===== src/design/lom_pkg.sv =====
// Shared types for the limit order matcher: book entry payload and cell controls.
// Used by lom_cell, lom_book and limit_order_matcher_top.
package lom_pkg;

	localparam int PRICE_W = 16;
	localparam int QTY_W   = 32;
	localparam int ID_W    = 32;

	typedef logic [1:0] kind_t;
	localparam kind_t KIND_FILL   = 2'd0;
	localparam kind_t KIND_END    = 2'd1;
	localparam kind_t KIND_REJECT = 2'd2;

	typedef struct packed {
		logic [PRICE_W-1:0] price;
		logic [QTY_W-1:0]   qty;
		logic [ID_W-1:0]    id;
	} ent_t;

	// one control word for a whole book row
	typedef struct packed {
		logic             insert;
		logic             pop;
		logic             wr_head;
		logic [QTY_W-1:0] wr_qty;
	} ctl_t;

endpackage


===== src/design/lom_cell.sv =====
// One slot of a sorted order book row; swaps contents with its neighbours.
// Depends on lom_pkg.
module lom_cell (
	input  logic          clk,
	input  logic          arst_n,
	input  logic          is_ask,
	input  logic          is_head,
	input  lom_pkg::ctl_t ctl,
	input  lom_pkg::ent_t new_ent,
	input  logic          prev_take,
	input  lom_pkg::ent_t prev_ent,
	input  logic          prev_valid,
	input  lom_pkg::ent_t next_ent,
	input  logic          next_valid,
	output lom_pkg::ent_t ent,
	output logic          valid,
	output logic          take
);
	import lom_pkg::*;

	ent_t ent_q;
	logic valid_q;

	// empty slot or strictly worse price: new order lands at or before here
	assign take  = !valid_q || (is_ask ? (ent_q.price > new_ent.price)
	                                   : (ent_q.price < new_ent.price));
	assign ent   = ent_q;
	assign valid = valid_q;

	always_ff @(posedge clk or negedge arst_n) begin
		if (!arst_n) begin
			valid_q <= 1'b0;
		end else if (ctl.insert) begin
			if (prev_take && !is_head) begin
				valid_q <= prev_valid;
			end else if (take) begin
				valid_q <= 1'b1;
			end
		end else if (ctl.pop) begin
			valid_q <= next_valid;
		end
	end

	always_ff @(posedge clk) begin
		if (ctl.insert) begin
			if (prev_take && !is_head) begin
				ent_q <= prev_ent;
			end else if (take) begin
				ent_q <= new_ent;
			end
		end else if (ctl.pop) begin
			ent_q <= next_ent;
		end else if (ctl.wr_head && is_head) begin
			ent_q.qty <= ctl.wr_qty;
		end
	end

endmodule


===== src/design/lom_book.sv =====
// One side of the book: a row of lom_cell slots kept in priority order.
// Depends on lom_pkg and lom_cell.
module lom_book #(
	parameter int BOOK_DEPTH = 16
) (
	input  logic          clk,
	input  logic          arst_n,
	input  logic          is_ask,
	input  lom_pkg::ctl_t ctl,
	input  lom_pkg::ent_t new_ent,
	output lom_pkg::ent_t head_ent,
	output logic          head_valid,
	output logic          full
);
	import lom_pkg::*;

	ent_t             ents  [BOOK_DEPTH];
	logic [BOOK_DEPTH-1:0] vals;
	logic [BOOK_DEPTH-1:0] takes;

	for (genvar i = 0; i < BOOK_DEPTH; i++) begin : g_cell
		lom_cell u_cell (
			.clk        (clk),
			.arst_n     (arst_n),
			.is_ask     (is_ask),
			.is_head    (i == 0),
			.ctl        (ctl),
			.new_ent    (new_ent),
			.prev_take  ((i == 0) ? 1'b0 : takes[(i == 0) ? 0 : i-1]),
			.prev_ent   (ents[(i == 0) ? 0 : i-1]),
			.prev_valid (vals[(i == 0) ? 0 : i-1]),
			.next_ent   (ents[(i == BOOK_DEPTH-1) ? i : i+1]),
			.next_valid ((i == BOOK_DEPTH-1) ? 1'b0 : vals[(i == BOOK_DEPTH-1) ? i : i+1]),
			.ent        (ents[i]),
			.valid      (vals[i]),
			.take       (takes[i])
		);
	end

	assign head_ent   = ents[0];
	assign head_valid = vals[0];
	assign full       = vals[BOOK_DEPTH-1];

endmodule


===== config.mk =====
export PLATFORM = sky130hd
export DESIGN_NAME = lom_book
export DESIGN_NICKNAME = d
export VERILOG_FILES = /design/src/design/lom_pkg.sv /design/src/design/lom_cell.sv /design/src/design/lom_book.sv
export SDC_FILE = /design/constraint.sdc
export NUM_CORES = 2
export LEC_CHECK = 0
export ABC_CLOCK_PERIOD_IN_PS = 8500
export BUFFER_PORTS_ARGS = -buffer_cell sky130_fd_sc_hd__buf_2
export CORE_AREA = 8 8 622 379
export CTS_BUF_LIST = sky130_fd_sc_hd__clkbuf_2
export DETAILED_ROUTE_END_ITERATION = 12
export DIE_AREA = 0 0 630 387
export PLACE_DENSITY_LB_ADDON = 0.12
export REMOVE_ABC_BUFFERS = 1
export SKIP_CTS_REPAIR_TIMING = 1
export SLEW_MARGIN = 10
export SYNTH_ARGS = -nofsm -noshare
export SYNTH_HDL_FRONTEND = slang
export SYNTH_HIERARCHICAL = 1
export SYNTH_SLANG_ARGS = --single-unit

===== constraint.sdc =====
create_clock -name clk -period 8.5 [get_ports clk]
set_clock_uncertainty 0.05 [all_clocks]
set_input_delay 1.275 -clock clk [delete_from_list [all_inputs] [get_ports clk]]
set_output_delay 1.275 -clock clk [all_outputs]
set_load 0.01 [all_outputs]

[After elaboration in Yosys (flattened, before gate mapping)]
Cells that the tools add are included.
W data, S select, Z words.
Storage, ports and cells
  flip-flop bits (word level): 1296
  output and inout bits: 82
  word-level logic and storage cells: 336
Operators by class
  magnitude comparators: 32
  eq/ne operators: 16
  mux-type cells: 171
  reductions and logical operators: 53
Operators by type and width (number)
  $mux W80: 46
  $mux W32: 31
  $gt A16 B16 Y1: 16
  $lt A16 B16 Y1: 16
  $mux W16: 15
  $mux W1: 79
  $ne A3 B1 Y1 const B: 15
  $reduce_and A2 Y1: 18
  $logic_not A1 Y1: 16
  $logic_or A1 B1 Y1: 16
  $reduce_bool A2 Y1: 2
  $reduce_bool A3 Y1: 1
  $ne A2 B1 Y1 const B: 1

[Longest topological paths before layout]
  word-level depth: 6
  gate-level depth with buffers: 12
  gate-level depth less buffers: 11

[By module]
The synthesis kept the hierarchy.
Modules (own cells, without submodules)
  lom_cell (g_cell[14].u_cell ...): instances 11, cells each 458, area an instance 4917.2 um2
  lom_cell (g_cell[0].u_cell ...): instances 5, cells each 459, area an instance 4913.5 um2
  lom_book: instances 1, cells each 2, area an instance 7.5 um2

[Worst setup path before layout]
Ideal clock, no wire load.
  path type: input-to-reg
  from: in new_ent[65] in the netlist's numbering
  to: reg g_cell[10].u_cell.ent_q, in the netlist g_cell[10].u_cell/ent[0], enable pin
  setup time: 0.513 ns
  arrival: 6.368 ns
  required time: 7.937 ns
  slack: 1.569 ns
  cell stages on the path: 12
  buffers on the path: 1
  path through: inv_1 ha_1 nor2b_4 o211ai_2 a2111oi_1 or4_4 mux2_4 nand2b_1 buf_2 nand4_1 a31oi_1 nor3_1
Between the ends
  cells in the longest elaborated chain, start to end: 5
  elaborated cells on any way between the ends: 10
  those cells by class: 4 x order compare; 1 x eq/ne; 2 x mux; 3 x reduce/logical
Ends and longest elaborated chain
  start: declaration: RTL line lom_book.sv:10  | input lom_pkg::ent_t new_ent,
  $lt A16 B16 Y1 or $gt A16 B16 Y1 (tied branches): RTL line lom_cell.sv:26, lom_cell.sv:25
  $mux W1 (*): RTL line lom_cell.sv:25  | assign take = !valid_q || (is_ask ? (ent_q.price > new_ent.price)
  $logic_or A1 B1 Y1 (*): RTL line lom_cell.sv:25
  named net takes[9]: RTL line lom_book.sv:19  | logic [BOOK_DEPTH-1:0] takes;
  $ne A3 B1 Y1 (no line) (*)
  $reduce_and A2 Y1 (no line) (*)
  end signal: assignment: RTL line lom_cell.sv:47  | ent_q <= prev_ent;
  end signal: assignment: RTL line lom_cell.sv:49  | ent_q <= new_ent;
  end signal: assignment: RTL line lom_cell.sv:52  | ent_q <= next_ent;
  end: declaration: RTL line lom_cell.sv:21  | ent_t ent_q;
The timed path passes the listed nets; every way through them passes the cells marked *.
A chain may end at the register's enable or synchronous reset.

[Final worst setup path]
  from: reg g_cell[6].u_cell.ent_q, in the netlist g_cell[6].u_cell/ent[71]
  to: reg g_cell[7].u_cell.ent_q, in the netlist g_cell[7].u_cell/ent[5], enable pin
Between the ends
  cells in the longest elaborated chain, start to end: 5
  elaborated cells on any way between the ends: 6
  those cells by class: 2 x order compare; 1 x eq/ne; 1 x mux; 2 x reduce/logical
Ends and longest elaborated chain (RTL line)
  start: declaration: lom_cell.sv:21
  start signal: assignment: lom_cell.sv:47
  start signal: assignment: lom_cell.sv:49
  start signal: assignment: lom_cell.sv:52
  $lt A16 B16 Y1 or $gt A16 B16 Y1 (tied branches): lom_cell.sv:26, lom_cell.sv:25
  $mux W1 (*): lom_cell.sv:25
  $logic_or A1 B1 Y1 (*): lom_cell.sv:25
  named net takes[6]: lom_book.sv:19
  $ne A3 B1 Y1 (no line) (*)
  $reduce_and A2 Y1 (no line) (*)
  end signal: assignment: lom_cell.sv:47
  end signal: assignment: lom_cell.sv:49
  end signal: assignment: lom_cell.sv:52
  end: declaration: lom_cell.sv:21
Marked as above.

==> impl_metrics.csv <==
group,metric,value,unit
clock_network,htreeDepth,5,
sta,finalCritPeriodShare,56.4,%
cells_and_area,multi_input_area,0.0371,mm^2
sta,drv_slew,0,
cells_and_area,final_nets,7859,
setup_path,regToRegStartpoint,"g_cell[6].u_cell/ent[71]$_DFFE_PP_",
global_routing,grt_overflow,0,
cells_and_area,seq_area,0.0388,mm^2
global_routing,grt_pass1_wl,371000,um
route,wirelength,249000,um
setup_path,end_kind,"flip-flop",
route,drc,0,
run,cap_violations,0,
cells_and_area,area_growth_syn_to_layout,9.34,%
placed_design,dp.cells,10200,
synthesis,synth.cell_area,0.0786,mm^2
cells_and_area,fin_cells,10800,
placed_design,gp_congestion,0.806,
clock_network,cts_buffers,352,
setup_path,arrival,5.88,ns
route,wl_per_cell,23.1,um
synthesis,yosysWarnings,6,
setup_path,critPathKind,"flip-flop to flip-flop",
sta,worst_pin_slew,1.19,ns
setup_path,required,9.58,ns
route,dr.pass1.iters,5,
setup_path,reg2reg_depth,11,
floorplanning,start_util,34.6,%
power,power.density,236,mW/mm^2
floorplanning,coreArea,0.227,mm^2
setup_path,crit_chain,"ha_1 > a41o_1 > a21oi_1 > o32ai_1 > or4_4 > mux2_4 > nand2b_4 > nand4_1 > o21ai_0 > mux2i_4 > buf_4",
status,status,"finished clean",
global_routing,grt_pass1_vias,56700,
global_routing,grt_antenna_before_repair,12,
placed_design,hpwl,153000,um
clock_network,clock_path_buffers,4,
clock_network,clock-sinks,1296,
floorplanning,io_pins,200,
clock_network,cts-root-buf,"clkbuf_2",
floorplanning,die_w,630,um
setup_path,cp_max_fo,38,
route,dr_total_vias,58500,
power,leakagePower,0.0365,uW
setup_path,r2r_slack,3.71,ns
power,max-vdd-ir-drop,0.0968,mV
global_routing,grtUsageTotal,19.5,%
route,drt_iter0_markers,4867,
power,total_power,20300,uW
clock_network,insertion_delay,1.65,ns
clock_network,path_clk_slew,0.11,ns
sta,fmax,0.209,GHz
setup_path,cp_slowest_cell,"mux2i_4",
route,antenna_left,0,
sta,whs,0.168,ns
route,via_per_inst,5.44,
synthesis,syn-instance-count,7332,
setup_path,r2r-end,"g_cell[7].u_cell/ent[5]$_DFFE_PP_",
floorplanning,rows,136,
setup_path,slowest_delay,0.71,ns
cells_and_area,n_fill_cell,22600,
global_routing,grt_max_degree,250,
placed_design,io_buffers,199,
hold_path,hold_path.class,"input port to asynchronous set/reset pin",
floorplanning,die_area,0.244,mm^2
sta,slew_headroom,18.7,%
cells_and_area,drive_gt1_share,12.7,%
floorplanning,die_height,387,um
synthesis,syn_area_per_cell,10.7,um^2
sta,hold_viol,0,
sta,finalSetupViolations,0,
clock_network,cts_tree,"yes",
sta,period_needed,4.79,ns
setup_path,start_kind,"flip-flop",
sta,rsz0062_at_grt,"no",
-- worst max-delay path by stage --
stage | depth (start not counted) | from | end | slack (ns)
after floorplan | 11 | new_ent[65] | g_cell[10].u_cell/ent[0]$_DFFE_PP_ | -0.80
after global placement | 13 | new_ent[71] | g_cell[7].u_cell/ent[5]$_DFFE_PP_ | 2.21
after detailed placement | 13 | new_ent[71] | g_cell[7].u_cell/ent[5]$_DFFE_PP_ | 2.19
after CTS | 11 | g_cell[6].u_cell/ent[71]$_DFFE_PP_ | g_cell[7].u_cell/ent[5]$_DFFE_PP_ | 3.57
after global routing | 11 | g_cell[6].u_cell/ent[71]$_DFFE_PP_ | g_cell[7].u_cell/ent[5]$_DFFE_PP_ | 3.52
final | 11 | g_cell[6].u_cell/ent[71]$_DFFE_PP_ | g_cell[7].u_cell/ent[5]$_DFFE_PP_ | 3.71
-- routing by layer --
layer | GRT usage [%] | wire length (um)
met1 | 31.3 | 132000
met2 | 26.7 | 97600
met3 | 3.15 | 13900
met4 | 4.97 | 5320
met5 | 0 | 27
-- critical path: cells and delay by family, from the launching register on --
family	cells	cell delay, ns
AO/OA/AOI/OAI	4	0.75
adder cells (fa/ha/maj)	1	0.35
buffers and inverters	1	0.49
flip-flops	1	0.46
multiplexers	2	0.96
AND/OR/NAND/NOR	3	1.30
-- per-stage QoR --
| step | cell area [um^2] | util (%) | setup slack (ns) | TNS [ns] |
|---|---|---|---|---|
| 3_3_place_gp | 82900 | 36.5 | 2.21 | 0 |
| 4_1_cts | 86000 | 37.9 | 3.57 | 0 |
| 3_5_place_dp | 82900 | 36.5 | 2.19 | 0 |
| 5_1_grt | 86000 | 37.9 | 3.52 | 0 |
| 6_report | 86000 | 37.9 | 3.71 | 0 |
| 2_1_floorplan | 76500 | - | -0.802 | -120.25 |
-- report_power, final --
group          internal [uW]  total [uW]  switching, uW
Sequential              9060       10000            975
Combinational           1990        5510           3520
Clock                   1830        4720           2900
-- final cells by class --
cell class / count / area share, %
tap: 3036 / 4.42
clock inverter: 68 / 0.544
timing repair buffer: 322 / 2.48
sequential: 1296 / 45.2
multi-input combinational: 5246 / 43.2
inverter: 267 / 1.17
antenna: 8 / 0.0233
clock buffer: 523 / 3.04
-- state kept, by name, indices dropped and copies added, names as in the netlist --
signal,count
g_cell.u_cell/ent,1280
g_cell.u_cell/valid,16
-- placed cells by master (no fill, tap or decap), types with 44 or more instances in the layout --
cell / count
clkbuf_2: 523
buf_4: 107
clkinv_1: 44
mux2i_1: 1280
buf_2: 197
ha_1: 256
nor2b_1: 533
a21oi_1: 1381
a211oi_1: 528
nand4_1: 91
nand2_1: 72
inv_1: 267
nor2_1: 794
edfxtp_1: 1280
Power figures use the tool's default switching activity.
